[src/hw/rtl/pbh_pkg.sv]
// ============================================================================
// pbh_pkg : shared types and constants for the palette / blend / stretch block
// Request kinds, scale modes, register indexes, queue entry and blend weights.
// ============================================================================
package pbh_pkg;

  // Default palette depth; the top level may override it (16..256)
  localparam int PALETTE_DEPTH_DEF = 256;

  // Request kinds carried in in_tuser[0]
  localparam logic CMD_PAL_WRITE = 1'b0;
  localparam logic CMD_PIXEL     = 1'b1;

  // Scale modes; the unused code behaves as native
  localparam logic [1:0] SCALE_NATIVE = 2'd0;
  localparam logic [1:0] SCALE_6TO7   = 2'd1;
  localparam logic [1:0] SCALE_6TO8   = 2'd2;

  // Configuration register indexes
  localparam int CFG_INDEX_W = 2;
  localparam int CFG_DATA_W  = 8;
  localparam logic [CFG_INDEX_W-1:0] REG_SCALE_MODE = 2'd0;
  localparam logic [CFG_INDEX_W-1:0] REG_BLUR       = 2'd1;
  localparam logic [CFG_INDEX_W-1:0] REG_CLIP       = 2'd2;

  // Column limits
  localparam logic [7:0] COL_CLIP_LO = 8'd8;
  localparam logic [7:0] COL_CLIP_HI = 8'd247;
  localparam logic [7:0] COL_LAST    = 8'd255;

  // Stretch group phase, i.e. (column - 8) mod 6; column 0 sits at phase 4
  localparam logic [2:0] PHASE_COL0 = 3'd4;
  localparam logic [2:0] PHASE_LAST = 3'd5;

  // Blend weights (percent) of the previous pixel, and of the current one
  localparam int W_RED   = 30;
  localparam int W_GREEN = 30;
  localparam int W_BLUE  = 20;
  localparam int W_FULL  = 100;
  localparam int MIX_W   = 15;   // 255 * 100 fits in 15 bits

  // x / 100 == (x * RECIP_100) >> RECIP_SHIFT, exact for x < 25600
  localparam int RECIP_100   = 5243;
  localparam int RECIP_W     = 13;
  localparam int RECIP_SHIFT = 19;

  // RGB565 field masks
  localparam logic [15:0] MASK_R = 16'd63488;
  localparam logic [15:0] MASK_G = 16'd2016;
  localparam logic [15:0] MASK_B = 16'd31;

  // Queue between front and back
  localparam int Q_DEPTH = 4;

  typedef struct packed {
    logic [1:0] scale_mode;
    logic       blur_enable;
    logic       clip_sides;
  } cfg_t;

  typedef struct packed {
    logic        is_write;  // palette write, else a kept pixel
    logic [7:0]  idx;       // palette entry or pixel index
    logic [7:0]  partner;   // blend partner index
    logic [23:0] rgb;       // colour for a palette write
    logic        blur;
    logic        twice;     // pixel emitted two times
    logic        eol;       // last output pixel of the line
  } entry_t;

endpackage

[src/hw/rtl/pbh_queue.sv]
// ============================================================================
// pbh_queue : short request queue between front and back
// Register-based FIFO; push and pop may happen in the same cycle.
// ============================================================================
module pbh_queue (
  input  logic            clk,
  input  logic            rst_n,
  input  logic            push,
  input  pbh_pkg::entry_t push_entry,
  output logic            full,
  input  logic            pop,
  output logic            head_valid,
  output pbh_pkg::entry_t head_entry
);

  localparam int PW = $clog2(pbh_pkg::Q_DEPTH);
  localparam int CW = $clog2(pbh_pkg::Q_DEPTH + 1);

  pbh_pkg::entry_t store [pbh_pkg::Q_DEPTH];
  logic [PW-1:0]   wr_ptr_r, wr_ptr_nxt;
  logic [PW-1:0]   rd_ptr_r, rd_ptr_nxt;
  logic [CW-1:0]   count_r, count_nxt;
  logic            do_push;
  logic            do_pop;

  always_comb begin
    full       = (count_r == CW'(pbh_pkg::Q_DEPTH));
    head_valid = (count_r != '0);
    head_entry = store[rd_ptr_r];
    do_push    = push && !full;
    do_pop     = pop && head_valid;
    wr_ptr_nxt = do_push ? wr_ptr_r + PW'(1) : wr_ptr_r;
    rd_ptr_nxt = do_pop  ? rd_ptr_r + PW'(1) : rd_ptr_r;
    count_nxt  = count_r + CW'(do_push) - CW'(do_pop);
  end

  always_ff @(posedge clk) begin
    if (do_push) begin
      store[wr_ptr_r] <= push_entry;
    end
  end

  always_ff @(posedge clk) begin
    if (!rst_n) begin
      wr_ptr_r <= '0;
      rd_ptr_r <= '0;
      count_r  <= '0;
    end else begin
      wr_ptr_r <= wr_ptr_nxt;
      rd_ptr_r <= rd_ptr_nxt;
      count_r  <= count_nxt;
    end
  end

endmodule

[config.mk]
export PLATFORM = sky130hd
export DESIGN_NAME = pbh_queue
export DESIGN_NICKNAME = d
export VERILOG_FILES = /design/src/hw/rtl/pbh_pkg.sv /design/src/hw/rtl/pbh_queue.sv
export SDC_FILE = /design/constraint.sdc
export NUM_CORES = 1
export LEC_CHECK = 0
export BUFFER_PORTS_ARGS = -buffer_cell sky130_fd_sc_hd__buf_2
export CORE_ASPECT_RATIO = 0.6
export CORE_UTILIZATION = 61
export DETAILED_ROUTE_END_ITERATION = 12
export PLACE_DENSITY = 0.84
export SETUP_SLACK_MARGIN = 0.2
export SLEW_MARGIN = 30
export SYNTH_ARGS = -nofsm -noshare
export SYNTH_HDL_FRONTEND = slang
export SYNTH_SLANG_ARGS = --single-unit
[constraint.sdc]
create_clock -name clk -period 4.5 [get_ports clk]
set_input_delay 0.45 -clock clk [delete_from_list [all_inputs] [get_ports clk]]
set_output_delay 0.45 -clock clk [all_outputs]
set_load 0.02 [all_outputs]
; Yosys cells after proc, flatten, opt, wreduce, memory -nomap -nowiden
; Memories as Yosys holds them, arrays and structs flattened. A register that Yosys moved wholly into a read port is not among the register bits.
; Index checks and enable logic that the tools add are counted.
; Widths: inputs -> output; s select.
[word_totals]
register_bits = 7
mem_bits_rw = 176
inputBits = 48
out_inout_bits = 46
mem_count = 1
[mem_list]
columns = memory, words, word_bits, read_ports, rd_ports_with_merged_regs, write_ports, line_no
row1 = store, 4, 44, 1, 1, 1, pbh_queue.sv:19  ; pbh_pkg::entry_t store [pbh_pkg::Q_DEPTH];
[op_classes]
add_sub_neg = 4
n_eq_ne = 1
mux = 4
n_reduce_logical = 4
[op_table]
columns = operator, n
row1 = $add 2x1->2 const B, 2
row2 = $mux 2, 2
row3 = $add 3x1->3, 1
row4 = $eq 3x3->1 const B, 1
row5 = $reduce_bool 3->1, 1
row6 = $sub 3x1->3, 1
row7 = $logic_and 1x1->1, 2
row8 = $mux 1, 2
row9 = $logic_not 1->1, 1

; Logic depth before layout (Yosys ltp)
[depth]
ltp_word = 5
mapped_depth = 12
depth_no_buf = 11

; Least setup slack after synthesis
; OpenSTA, ideal clock, no wires.
[synth_timing]
path_kind = register -> register
startpoint = register count_r[1]
endpoint = register count_r[2]
setup_time_ps = 115
t_arrival_ps = 2232
required_ps = 4385
path_slack_ps = 2153
stages_incl_launch_ff = 13
path_cell_list = dfxtp_1 nor3b_2 nor2b_1 buf_2 inv_1 ha_1 inv_1 ha_1 inv_1 fa_1 xnor2_1 xnor2_1 and2_1
[synth_via]
elab_chain_cells = 5
word_cells_on_any_way = 7
[synth_rtl]
columns = element, line_no
row1 = "start, declared", pbh_queue.sv:22  ; logic [CW-1:0] count_r, count_nxt;
row2 = "start signal, assigned", pbh_queue.sv:51  ; count_r <= count_nxt;
row3 = $eq 3x3->1, pbh_queue.sv:27  ; full = (count_r == CW'(pbh_pkg::Q_DEPTH));
row4 = via full, pbh_queue.sv:10  ; output logic full,
row5 = $logic_not 1->1, pbh_queue.sv:30  ; do_push = push && !full;
row6 = $logic_and 1x1->1, pbh_queue.sv:30
row7 = $add 3x1->3, pbh_queue.sv:34  ; count_nxt = count_r + CW'(do_push) - CW'(do_pop);
row8 = $sub 3x1->3, pbh_queue.sv:34
; The timed path passes the listed nets, and every way through them passes these cells.
; A chain may end at the register's enable or synchronous reset.

==> flow_summary_export.csv <==
group,metric,value,unit
status,failed_checks,"DRC",
sta,hold_viol_final,0,
synth,synth_seq_cells,185,
sta,tns,0,ps
sta,fin_crit_sh,0.600,
die,std_cell_rows,29,
detailed_routing,drt-total-wl,11300,um
power_and_ir_drop,peakVddDrop,345,uV
place,place_hpwl,6460,um
sta,fmax,371,MHz
setup_path,crit_required,4050,ps
sta,slew_viol_final,0,
power_and_ir_drop,power.total,4.77,mW
cts,cts_tree,"built",
synth,avgSynthCellArea,24.8,sq um
global_routing,overflow,0,
final_layout,num-nets-final,437,
die,die_h,84.3,um
sta,rsz0062_at_grt,"no",
flow_run,maxCapViolations,0,
power_and_ir_drop,pwr-share-seq,0.475,
detailed_routing,antenna_left,0,
power_and_ir_drop,cellLeakagePower,2.75,nW
synth,synth-edff-count,176,
synth,synth.yosys.seq_area_share,0.794,
sta,period_minus_slack,2700,ps
final_layout,register_area,0.00547,sq mm
setup_path,critPathMaxFanout,44,
synth,synth_top_area_cell,"edfxtp_1",
power_and_ir_drop,p_int,3.40,mW
sta,slew_headroom,0.417,
synth,netlist_area,0.00689,sq mm
global_routing,grt_pass1_wl,17600,um
setup_path,crit_arrival,2250,ps
die,core,0.0108,sq mm
min_path,hold_class,"primary input to flip-flop",
synth,ys_top_cells_by_count,"176 x edfxtp_1, 40 x mux4_2, 9 x dfxtp_1",
power_and_ir_drop,sw_frac_of_total,0.287,
die,die-area,0.0117,sq mm
sta,hold_ws,235,ps
sta,worst_pin_slew,874,ps
die,initial_core_util,0.639,
detailed_routing,drcViolationCount,9,
cts,clock_sinks,185,
setup_path,worst-setup-path-type,"flip-flop to output port",
cts,hold_buffers,0,
setup_path,reg2reg_depth,11,
cts,cts_made_buffers,17,
final_layout,n_antenna_cell,0,
global_routing,antenna_found_initial,0,
global_routing,grt_pass1_vias,3139,
cts,clkTransAtPathRegs,70,ps
place,place_area,0.00744,sq mm
detailed_routing,via_count,3093,
global_routing,grt_usage,0.213,
synth,ys_types,21,
final_layout,fill_cells,597,
power_and_ir_drop,p_sw,1.37,mW
die,ios,94,
final_layout,fin_util,0.746,
detailed_routing,firstDrtPassIters,12,
synth,synth_top_flop_cell,"edfxtp_1",
detailed_routing,drtIter0Drc,225,
synth,syn_inst,278,
die,die_w,139,um
synth,syn-num-nets,333,
synth,synth.top_cell.area_share,0.768,
power_and_ir_drop,p_per_area,593,mW/mm^2
setup_path,critical_path.startpoint_type,"flip-flop",
place,io_buffer_count,93,
synth,ys_warn_count,0,
synth,synthArstFlopShare,0,
setup_path,endpoint_kind,"output port",
sta,setup_viol,0,
sta,finalClockSkew,11.7,ps
power_and_ir_drop,clkPwrFrac,0.313,
cts,clk_latency,420,ps
final_layout,drive_above_1_share,0.443,
final_layout,multi_input_area,0.00128,sq mm
cts,htree_num_levels,4,
min_path,hold_depth,1,
cts,clockRootBuffer,"clkbuf_16",
power_and_ir_drop,combPwrFrac,0.211,
status,status,"finished with violations",
place,gp_congestion,0.708,
synth,synthTopCellsByArea,"edfxtp_1 77%, mux4_2 13%, dfxtp_1 2.6%, mux4_1 1.5%, buf_12 1.2%",
synth,post-synth-top-count-cell,"edfxtp_1",
final_layout,fin_area,0.00804,sq mm
final_layout,synthToLayoutAreaGrowth,16.8,%
detailed_routing,wl_per_cell,21.3,um
cts,cts.path.max_buffers,2,
global_routing,grt_max_degree,45,
cts,ctsResizeCount,0,
detailed_routing,drt-vias-per-instance,5.79,
cts,post-cts-setup-buffers,0,
==> layer usage <==
| layer | vias up | share of wire | track usage |
|---|---|---|---|
| met5 | - | 0 | 0 |
| met4 | 0 | 0.0062 | 0.0747 |
| met3 | 6 | 0.063 | 0.0650 |
| met2 | 109 | 0.49 | 0.326 |
| met1 | 1599 | 0.44 | 0.298 |
| li1 | 1379 | - | - |
==> flip-flops by register name, summed over array words and instances, names as in the netlist, named ones only <==
signal    flops
count_r       3
rd_ptr_r      2
wr_ptr_r      2
store       176
==> placed cells by master, fill, tap and decap left out, types with 5 or more instances in the layout <==
master / n
ha_1: 6
mux4_2: 40
inv_1: 5
clkbuf_16: 17
edfxtp_1: 176
dfxtp_1: 7
buf_2: 93
inv_6: 7
==> power by group through the flow <==
stage	Clock, mW	Sequential, mW	Combinational (mW)
after detailed placement	0	2.31	1.01
after floorplan	0	2.17	0.869
after global placement	0	2.30	0.988
final	1.50	2.27	1.01
after global routing	1.58	2.30	1.07
after CTS	1.52	2.28	1.02
==> path summary, 6_finish.rpt <==
kind	slack (ps)	endpoint	from
worst max-delay path	1800	head_entry[39]	flip-flop
worst min-delay path	240	store[3][2]	push_entry[2]
worst max register to register	1810	count_r[2]	count_r[1]
worst min register to register	510	wr_ptr_r[0]	wr_ptr_r[0]
==> worst max-delay path, cell delays in order (launching register included) <==
cell,delay [ps]
dfxtp_4,920
mux4_1,710
buf_2,190
==> through the flow <==
| step | std cells | worst slack (ps) |
|---|---|---|
| 2_1_floorplan | 278 | 2150 |
| 3_3_place_gp | 502 | 2120 |
| 3_5_place_dp | 502 | 1920 |
| 4_1_cts | 534 | 1720 |
| 5_1_grt | 534 | 1630 |
| 6_report | 534 | 1800 |
==> cells by family (layout without fill, tap and decap cells) <==
group,Yosys count,in the layout,share of synthesized area
and+or+nand+nor,17,17,0.0149
xor gates and xnor gates,4,4,0.00509
DFF,185,185,0.794
muxes,46,46,0.149
buffers and inverters,17,134,0.0209
adders and majority gates,7,7,0.0138
AOI/OAI and AO/OA,2,2,0.00254
==> final cells by class <==
cell class | instances | area share
Tap cell | 139 | 0.0216
Timing Repair Buffer | 97 | 0.0616
Inverter | 5 | 0.00233
Clock buffer | 17 | 0.0529
Sequential cell | 185 | 0.680
Multi-Input combinational cell | 76 | 0.159
Clock inverter | 15 | 0.0218
No activity file was read; power rests on OpenSTA's default activity.
