===== src/hw/rtl/pbh_pkg.sv =====
// ============================================================================
// pbh_pkg : shared types and constants for the palette / blend / stretch block
// Request kinds, scale modes, register indexes, queue entry and blend weights.
// ============================================================================
package pbh_pkg;

  // Default palette depth; the top level may override it (16..256)
  localparam int PALETTE_DEPTH_DEF = 256;

  // Request kinds carried in in_tuser[0]
  localparam logic CMD_PAL_WRITE = 1'b0;
  localparam logic CMD_PIXEL     = 1'b1;

  // Scale modes; the unused code behaves as native
  localparam logic [1:0] SCALE_NATIVE = 2'd0;
  localparam logic [1:0] SCALE_6TO7   = 2'd1;
  localparam logic [1:0] SCALE_6TO8   = 2'd2;

  // Configuration register indexes
  localparam int CFG_INDEX_W = 2;
  localparam int CFG_DATA_W  = 8;
  localparam logic [CFG_INDEX_W-1:0] REG_SCALE_MODE = 2'd0;
  localparam logic [CFG_INDEX_W-1:0] REG_BLUR       = 2'd1;
  localparam logic [CFG_INDEX_W-1:0] REG_CLIP       = 2'd2;

  // Column limits
  localparam logic [7:0] COL_CLIP_LO = 8'd8;
  localparam logic [7:0] COL_CLIP_HI = 8'd247;
  localparam logic [7:0] COL_LAST    = 8'd255;

  // Stretch group phase, i.e. (column - 8) mod 6; column 0 sits at phase 4
  localparam logic [2:0] PHASE_COL0 = 3'd4;
  localparam logic [2:0] PHASE_LAST = 3'd5;

  // Blend weights (percent) of the previous pixel, and of the current one
  localparam int W_RED   = 30;
  localparam int W_GREEN = 30;
  localparam int W_BLUE  = 20;
  localparam int W_FULL  = 100;
  localparam int MIX_W   = 15;   // 255 * 100 fits in 15 bits

  // x / 100 == (x * RECIP_100) >> RECIP_SHIFT, exact for x < 25600
  localparam int RECIP_100   = 5243;
  localparam int RECIP_W     = 13;
  localparam int RECIP_SHIFT = 19;

  // RGB565 field masks
  localparam logic [15:0] MASK_R = 16'd63488;
  localparam logic [15:0] MASK_G = 16'd2016;
  localparam logic [15:0] MASK_B = 16'd31;

  // Queue between front and back
  localparam int Q_DEPTH = 4;

  typedef struct packed {
    logic [1:0] scale_mode;
    logic       blur_enable;
    logic       clip_sides;
  } cfg_t;

  typedef struct packed {
    logic        is_write;  // palette write, else a kept pixel
    logic [7:0]  idx;       // palette entry or pixel index
    logic [7:0]  partner;   // blend partner index
    logic [23:0] rgb;       // colour for a palette write
    logic        blur;
    logic        twice;     // pixel emitted two times
    logic        eol;       // last output pixel of the line
  } entry_t;

endpackage


===== src/hw/rtl/pbh_front.sv =====
// ============================================================================
// pbh_front : request classification
// Tracks column, stretch phase and previous pixels; drops clipped columns and
// tags each kept pixel with its blend partner, repeat and end-of-line flags.
// ============================================================================
module pbh_front (
  input  logic            clk,
  input  logic            rst_n,
  input  pbh_pkg::cfg_t   cfg,
  input  logic            accept,
  input  logic            cmd,
  input  logic [7:0]      index,
  input  logic [23:0]     rgb,
  input  logic            line_start,
  output logic            push,
  output pbh_pkg::entry_t push_entry
);

  logic [7:0] column_r, column_nxt;
  logic [2:0] phase_r, phase_nxt;
  logic [7:0] prev_r, prev_nxt;
  logic [7:0] kept_r, kept_nxt;

  logic [7:0] col;
  logic [2:0] phase;
  logic       stretch;
  logic       keep;
  logic       twice;
  logic       eol;
  logic       in_clip;
  logic       is_pixel;

  always_comb begin
    is_pixel = (cmd == pbh_pkg::CMD_PIXEL);
    col      = line_start ? 8'd0 : column_r;
    phase    = line_start ? pbh_pkg::PHASE_COL0 : phase_r;
    stretch  = (cfg.scale_mode == pbh_pkg::SCALE_6TO7) ||
               (cfg.scale_mode == pbh_pkg::SCALE_6TO8);
    in_clip  = (col >= pbh_pkg::COL_CLIP_LO) && (col <= pbh_pkg::COL_CLIP_HI);

    twice = 1'b0;
    if (stretch) begin
      keep = in_clip;
      eol  = (col == pbh_pkg::COL_CLIP_HI);
      if (cfg.scale_mode == pbh_pkg::SCALE_6TO7) begin
        twice = (phase == 3'd3);
      end else if (cfg.blur_enable) begin
        twice = (phase == 3'd0) || (phase == 3'd3);
      end else begin
        twice = (phase == 3'd1) || (phase == 3'd4);
      end
    end else begin
      keep = cfg.clip_sides ? in_clip : 1'b1;
      eol  = cfg.clip_sides ? (col == pbh_pkg::COL_CLIP_HI)
                            : (col == pbh_pkg::COL_LAST);
    end

    push               = accept && (!is_pixel || keep);
    push_entry.is_write = !is_pixel;
    push_entry.idx      = index;
    push_entry.partner  = stretch ? prev_r : kept_r;
    push_entry.rgb      = rgb;
    push_entry.blur     = cfg.blur_enable;
    push_entry.twice    = twice;
    push_entry.eol      = eol;

    column_nxt = column_r;
    phase_nxt  = phase_r;
    prev_nxt   = prev_r;
    kept_nxt   = kept_r;
    if (accept && is_pixel) begin
      column_nxt = col + 8'd1;
      if (col == pbh_pkg::COL_LAST) begin
        phase_nxt = pbh_pkg::PHASE_COL0;
      end else if (phase == pbh_pkg::PHASE_LAST) begin
        phase_nxt = 3'd0;
      end else begin
        phase_nxt = phase + 3'd1;
      end
      prev_nxt = index;
      if (!stretch && keep) begin
        kept_nxt = index;
      end
    end
  end

  always_ff @(posedge clk) begin
    if (!rst_n) begin
      column_r <= 8'd0;
      phase_r  <= pbh_pkg::PHASE_COL0;
      prev_r   <= 8'd0;
      kept_r   <= 8'd0;
    end else begin
      column_r <= column_nxt;
      phase_r  <= phase_nxt;
      prev_r   <= prev_nxt;
      kept_r   <= kept_nxt;
    end
  end

endmodule


===== config.mk =====
export PLATFORM = sky130hd
export DESIGN_NAME = pbh_front
export DESIGN_NICKNAME = d
export VERILOG_FILES = /design/src/hw/rtl/pbh_pkg.sv /design/src/hw/rtl/pbh_front.sv
export SDC_FILE = /design/constraint.sdc
export NUM_CORES = 1
export LEC_CHECK = 0
export ABC_AREA = 1
export BUFFER_PORTS_ARGS = -buffer_cell sky130_fd_sc_hd__buf_2
export CAP_MARGIN = 20
export CORE_MARGIN = 1
export CORE_UTILIZATION = 46
export CTS_CLUSTER_DIAMETER = 60
export DETAILED_ROUTE_END_ITERATION = 10
export GPL_ROUTABILITY_DRIVEN = 0
export PLACE_DENSITY = 0.88
export SYNTH_ARGS = -nofsm -noshare
export SYNTH_HDL_FRONTEND = slang
export SYNTH_SLANG_ARGS = --single-unit
export TNS_END_PERCENT = 100

===== constraint.sdc =====
create_clock -name clk -period 1.55 [get_ports clk]
set_input_delay 0.0775 -clock clk [delete_from_list [all_inputs] [get_ports clk]]
set_output_delay 0.0775 -clock clk [all_outputs]
set_load 0.01 [all_outputs]

Yosys cells after proc, flatten, opt, wreduce, memory -nomap -nowiden
Index checks and enable logic that the tools add are counted.

cells by class
  $add $sub $neg = 2
  mux-type cells = 12
  equality and inequality tests = 8
  reductions and logical operators = 12
  $lt $le $gt $ge = 2

operators by type and width
  kind                   count
  $eq A8 B8 Y1 const B   2
  $mux W8                2
  $mux W3                3
  $add A8 B1 Y8 const B  1
  $ge A8 B4 Y1 const B   1
  $le A8 B8 Y1 const B   1
  $mux W1                7
  $eq A3 B3 Y1 const B   2
  $logic_and A1 B1 Y1    4
  $logic_or A1 B1 Y1     4
  $add A3 B1 Y3 const B  1
  $eq A3 B1 Y1 const B   1
  $eq A3 B2 Y1 const B   1
  $logic_not A3 Y1       1
  $eq A2 B1 Y1 const B   1
  $eq A2 B2 Y1 const B   1
  $logic_not A1 Y1       2
  $reduce_and A2 Y1      1

storage, ports and cells
  bits in registers = 27
  output and inout port bits = 45
  bits of input ports = 41

Longest topological paths before layout
Gate-level depths: netlist of the first run.

  depth in word-level cells = 7
  gate-level depth with buffers = 10
  depth with buffers taken out = 10

Worst setup path before layout of the first run
Ideal clock, no wire load.

  kind = in2reg
  start = input port cfg[3] (netlist bit)
  end = register kept_r[1]
  buffers on the path = 0
  cell stages on the path = 10
  arrival = 1.081 ns
  slack = 0.359 ns
  data required time = 1.440 ns
  setup time = 0.110 ns
  cell sequence = inv_1 -> ha_1 -> nand2_1 -> inv_1 -> nor2_2 -> nand3_4 -> nand3_4 -> nand2_1 -> inv_2 -> nor2_2

on the way
  cells in the longest elaborated chain, start to end = 5
  elaborated cells between the ends (all ways) = 7
  classes of those cells = eq/ne: 2; mux: 1; reduce/logical: 4

ends and longest elaborated chain
  what                                                 line                              text
  from (decl)                                          pbh_front.sv:9                    input pbh_pkg::cfg_t cfg,
  $eq A2 B1 Y1 / $eq A2 B2 Y1 (equally long branches)  pbh_front.sv:37, pbh_front.sv:38
  $logic_or A1 B1 Y1 *                                 pbh_front.sv:37                   stretch = (cfg.scale_mode == pbh_pkg::SCALE_6TO7) ||
  $mux W1 / $logic_not A1 Y1 (equally long branches)   pbh_front.sv:42, pbh_front.sv:81
  $logic_and A1 B1 Y1 *                                pbh_front.sv:81                   if (!stretch && keep) begin
  $reduce_and A2 Y1 (no line) *                        -
  to (signal assigned)                                 pbh_front.sv:97                   kept_r <= kept_nxt;
  to (decl)                                            pbh_front.sv:22                   logic [7:0] kept_r, kept_nxt;

Mark *: on every way between the ends. The rest lies on a longest branch, timed or not.
A chain may end at the register's enable or synchronous reset.

==> results.cfg, run 1 <==
[run_status]
run_status = finished clean

[floorplan]
floorplan.die.width_um = 64.6
floorplan.die_area_um2 = 4170
placeableCoreArea_um2 = 3720
initial_standard_cell_utilization_of_the_core = 0.485
io_pins = 86
die_height_um = 64.6
fp-row-count = 22

[power]
netSwitchingPower_uw = 387
power.share.combinational = 0.172
ir_worst_vdd_v = 0.000636
total_leakage_power_nw = 0.884
seq_power_share = 0.535
power.switching_fraction = 0.282
cellPowerDensity_nw_per_um2 = 741
internal_power_uw = 985
power.total_mw = 1.37
power.share.clock = 0.293

[routing]
ant_nets = 0
detail_route.first_pass.iterations = 4
detailroute.wirelength.met2_mm = 1.56
met3_wirelength_um = 167
wl_met1_mm = 1.56
remaining_drc_errors = 0
top_layer_used = met4
routed_wire_length_per_instance_um = 10.8
vias_after_detailed_routing = 1501
drt_wl_total_mm = 3.36
drtIter0Drc = 107
viasPerCell = 4.81

[clocking]
postCtsHoldBufs = 0
cts.sink_count = 27
number_of_buffers_created_by_cts = 3
cts_tree = yes
root_buffer = clkbuf_8
clock_tree.buffer_depth = 2
skew_pair_late_insertion_delay_ps = 270
cts.clk_slew.worst_paths_ps = 90
clock_tree.htree_level_count = 1

[sta]
fin_setup_tns_ps = 0
finalHoldViolations = 0
fmax_mhz = 670
finalSetupViolCount = 0
post-route-worst-setup-slack_ps = 58.1
timing_max_transition_violations_final = 0
final.period_utilization = 0.963
worst-slew-pin-transition_ps = 379
setup_repair_after_global_routing_missed_its_margin = true
post-route-min-period_ps = 1490
maxSlewHeadroom = 0.748
finClkSkew_ps = 2.00

[setup_path]
critical_path.startpoint_type = flop
critPathCapture = push_entry[0]
worst_setup_path_end_kind = primary output
timing.reg2reg.setup_slack_ps = 190
worst_setup_path_startpoint = column_r[5]$_SDFFE_PN0P_
rr_worst_depth = 8
critical_path_class = reg -> out
r2r-start = column_r[5]$_SDFFE_PN0P_
crit-reg2reg-capture = kept_r[7]$_SDFFE_PN0P_
worst_ep_arrival_time_ps = 1410
cp.required_ps = 1470
crit_path_max_fanout = 4

[logic_synthesis]
synth-edff-count = 0
ys_seq_elements = 27
sequential_fraction_of_the_synthesis_area = 0.300
syn_inst = 258
post_syn_nets = 302
mappedNetlistArea_um2 = 1800
count_of_unique_library_cells_instantiated_by_yosys = 27
synth_area_per_cell_um2 = 6.98
post-synth-top-area-fraction = 0.300
synthTopCellsByArea = dfxtp_1, buf_4, nand2_1, inv_1, o21ai_0
netlist.top_cell.by_area = dfxtp_1
top_cells_by_count_synth = nand2_1, buf_4, inv_1, dfxtp_1, o21ai_0
synth_ff_type = dfxtp_1
yosysWarnings = 0
async_flop_share = 0
yosys.cell_count.top_type = nand2_1

[place]
placed_cells = 304
dp_hpwl_mm = 2.47
dp_worst_setup_slack_ps = 152
place.port_buffers = 37

[grt]
first_pass_grt_wire_length_mm = 5.38
initial_antenna_violation_count = 0
grt_overflow_total = 0
number_of_global_route_vias_before_repair = 1277
maximum_number_of_pins_on_one_net_before_global_route_repair = 25
groute.usage.overall = 0.164

[layout]
fin_nets = 309
final-instance-count-excl-fill = 312
layout-drive-gt1-share = 0.307
count_of_antenna_diodes_in_the_layout = 0
layout_stage_area_growth_over_the_synthesis_result_pct = 2.71
fillers = 370

[run]
number_of_max_capacitance_violations_reported = 0

[hold_path]
worst_hold_path.num_cells = 3
timing.hold.worst.class = in -> reg
==> stage by stage <==
step                area (um2)  utilization  hold slack, ps
floorplan                 1800            -             199
global placement          1770        0.475             155
detailed placement        1770        0.475             155
CTS                       1820        0.490            57.2
global route              1850        0.498            69.9
finish                    1850        0.498            65.4
==> routing by layer <==
metal | global-route usage | vias up
met5 | 0 | -
met4 | 0.0917 | 0
met3 | 0.0246 | 9
met2 | 0.287 | 44
met1 | 0.190 | 650
li1 | - | 798
==> critical path: stages, from the launching register on <==
cell     delay [ps]
dfxtp_2         370
nand3_1         150
nor2_2          180
buf_4           130
nand4_1          80
o21ai_0          80
buf_2           150
==> what timing repair did <==
item	4_1_cts	5_1_grt
endpoints found under the hold margin	0	0
gates resized for setup	1	3
gates cloned	0	0
setup endpoints to repair	1	3
buffers inserted	1	3
pin swaps	1	2
==> power by group through the flow <==
stage / combinational [mW] / sequential (mW) / clock (mW)
6_report: 0.236 / 0.734 / 0.402
5_1_grt: 0.265 / 0.737 / 0.443
4_1_cts: 0.237 / 0.733 / 0.413
3_5_place_dp: 0.236 / 0.749 / 0
3_3_place_gp: 0.231 / 0.748 / 0
2_1_floorplan: 0.241 / 0.746 / 0
==> how the worst min path moves through the flow <==
stage                         from                      to
after floorplan                cmd          push_entry[43]
after global placement      rgb[8]          push_entry[11]
after detailed placement    rgb[8]          push_entry[11]
after CTS                 index[7]  prev_r[7]$_SDFFE_PN0P_
after global routing      index[7]  prev_r[7]$_SDFFE_PN0P_
final                     index[7]  prev_r[7]$_SDFFE_PN0P_
==> cells by family (layout without fill, tap and decap cells) <==
family                   count (synthesis)  in the layout  synth area share
AO/OA/AOI/OAI                           43             43             0.127
adder cells (fa/ha/maj)                  3              3            0.0208
buffers and inverters                   83             89             0.251
flip-flops                              27             27             0.300
AND/OR/NAND/NOR                        102            102             0.301
==> cell type report <==
type	count	area (um2)	area share
timing repair buffer	43	230	0.124
tap	48	60.1	0.0325
inverter	42	158	0.0852
sequential	27	543	0.293
clock buffer	3	41.3	0.0223
clock inverter	1	5.00	0.00270
multi-input combinational	148	813	0.439
==> sequential cells by signal, summed over array words and instances (netlist names) <==
register  count
column_r      8
kept_r        8
prev_r        8
phase_r       3
==> cell usage in the layout (no fill, tap or decap), types with 2 or more instances in the layout <==
cell type and n:
a21oi_1 16, buf_2 37, buf_4 6, clkbuf_8 3
dfxtp_1 25, dfxtp_2 2, ha_1 3, inv_1 31
inv_2 11, nand2_1 45, nand2_2 4, nand3_1 8
nand3_4 3, nand3b_1 2, nand4_1 11, nor2_1 13
nor2_2 9, nor3_1 4, o21ai_0 21, o21ai_2 2
Power figures use the tool's default switching activity.
==> run 2, diff against run 1 <==
==> constraint.sdc (replaced) <==
create_clock -name clk -period 1.55 [get_ports clk]
set_input_delay 0.2325 -clock clk [delete_from_list [all_inputs] [get_ports clk]]
set_output_delay 0.2325 -clock clk [all_outputs]
set_load 0.01 [all_outputs]
==> run 2 against run 1 <==
  * The run now ends with negative setup slack left
  * Wire length rose by 8.0%
  * Combinational power rose by 16%
  * Final area rose by 9.1%
  * Power rose by 3.1%
  * Sequential power fell by 0.5%
  * First-iteration DRC count fell by 56%
  * Clock power rose by 2%
==> results.cfg, run 2 (synthesis results as in run 1) <==
[clocking]
clock_tree.htree_level_count = 1
skew_pair_late_insertion_delay_ps = 280
postCtsHoldBufs = 0
clock_tree.buffer_depth = 2
root_buffer = clkbuf_8
cts.clk_slew.worst_paths_ps = 100
number_of_buffers_created_by_cts = 3
cts.sink_count = 27
cts_tree = yes

[setup_path]
worst_setup_path_end_kind = primary output
critical_path.startpoint_type = flop
crit-reg2reg-capture = kept_r[2]$_SDFFE_PN0P_
worst_setup_path_startpoint = column_r[5]$_SDFFE_PN0P_
worst_ep_arrival_time_ps = 1320
r2r-start = column_r[6]$_SDFFE_PN0P_
crit_path_max_fanout = 4
cp.required_ps = 1320
critPathCapture = push_entry[0]
rr_worst_depth = 8
critical_path_class = reg -> out
timing.reg2reg.setup_slack_ps = 190

[power]
netSwitchingPower_uw = 404
power.total_mw = 1.41
seq_power_share = 0.516
power.share.clock = 0.290
power.share.combinational = 0.194
total_leakage_power_nw = 0.955
cellPowerDensity_nw_per_um2 = 701
internal_power_mw = 1.01
power.switching_fraction = 0.286
ir_worst_vdd_v = 0.000609

[grt]
number_of_global_route_vias_before_repair = 1476
global_route.usage.met2 = 0.333
globalRouteMet1Util = 0.204
grt_overflow_total = 0
grt-busiest-layer = met2
met3_usage_in_global_routing = 0.0299
groute.usage.overall = 0.184
first_pass_grt_wire_length_mm = 6.04
maximum_number_of_pins_on_one_net_before_global_route_repair = 25
initial_antenna_violation_count = 0

[floorplan]
fp-row-count = 22
initial_standard_cell_utilization_of_the_core = 0.485
placeableCoreArea_um2 = 3720
floorplan.die_area_um2 = 4170
floorplan.die.width_um = 64.6
die_height_um = 64.6
io_pins = 86

[hold_path]
timing.hold.worst.class = in -> reg

[layout]
mostFrequentLayoutCells = nand2_1, buf_2, inv_1
fin_nets = 319
multiInputGateArea_um2 = 878
largestRegisters = column_r x8, kept_r x8, prev_r x8
postLayoutCellArea_um2 = 2020
util_after_layout = 0.543
count_of_antenna_diodes_in_the_layout = 0
layout-drive-gt1-share = 0.401
most_common_cell_after_layout_fill_and_taps_aside = nand2_1
final-seq-area_um2 = 557
layout_stage_area_growth_over_the_synthesis_result_pct = 12.1
final-instance-count-excl-fill = 322
fillers = 359

[sta]
timing.hold.ws_ps = 209
final.period_utilization = 1.00
finalHoldViolations = 0
finClkSkew_ps = 5.74
post-route-min-period_ps = 1550
setup_repair_after_global_routing_missed_its_margin = true
post-route-worst-setup-slack_ps = -1.32
maxSlewHeadroom = 0.746
fin_setup_tns_ps = -1.32
finalSetupViolCount = 1
fmax_mhz = 645
timing_max_transition_violations_final = 0
worst-slew-pin-transition_ps = 380

[place]
dp_worst_setup_slack_ps = -63.6
placed_cells = 312
place.port_buffers = 37
dp_hpwl_mm = 2.63
placement.cell_area_um2 = 1840

[routing]
viasPerCell = 4.98
drtIter0Drc = 47
vias_after_detailed_routing = 1602
ant_nets = 0
drt_wl_total_mm = 3.62
routed_wire_length_per_instance_um = 11.3
remaining_drc_errors = 0
detail_route.first_pass.iterations = 4

[run]
number_of_max_capacitance_violations_reported = 0

[run_status]
violations_in_the_final_reports = negative setup slack
run_status = complete, but fails checks
-- run 2: worst max-delay path, cell delays in order, from the launching register on --
cell and delay [ps]:
dfxtp_4 380, nand3_4 110, nor3_4 190, nand2_1 90, o21ai_1 120, buf_2 140
-- run 2: power groups by stage --
stage / combinational (mW) / clock (mW) / sequential [mW]
after global placement: 0.254 / 0 / 0.748
after CTS: 0.272 / 0.420 / 0.733
after global routing: 0.305 / 0.451 / 0.733
final: 0.274 / 0.410 / 0.730
after detailed placement: 0.260 / 0 / 0.749
after floorplan: 0.241 / 0 / 0.746
-- run 2: area by class of cell --
cell class,instances,area share
repair buffers,53,0.157
clock buffers,3,0.0204
multi-input cells,148,0.435
clock inverters,1,0.00372
flip-flops and latches,27,0.276
inverters,42,0.0781
well taps,48,0.0297
-- run 2: worst min path at each step --
stage | start | endpoint | slack [ps] | cells past startpoint
CTS | index[5] | prev_r[5]$_SDFFE_PN0P_ | 210 | 3
finish | index[1] | prev_r[1]$_SDFFE_PN0P_ | 210 | 3
detailed placement | rgb[8] | push_entry[11] | 470 | 0
global route | index[1] | prev_r[1]$_SDFFE_PN0P_ | 220 | 3
floorplan | rst_n | column_r[0]$_SDFFE_PN0P_ | 370 | 2
global placement | rgb[8] | push_entry[11] | 470 | 0
-- run 2: what timing repair did --
action	CTS	global route
pin swaps	6	6
endpoints found under the setup margin	3	3
buffers inserted	5	1
cloned	0	0
resized for setup	18	13
-- run 2: per-layer routing --
layer / part of all wire / vias to the layer above
met5: 0 / -
met4: 0.018 / 0
met3: 0.054 / 9
met2: 0.50 / 51
met1: 0.42 / 725
li1: - / 817
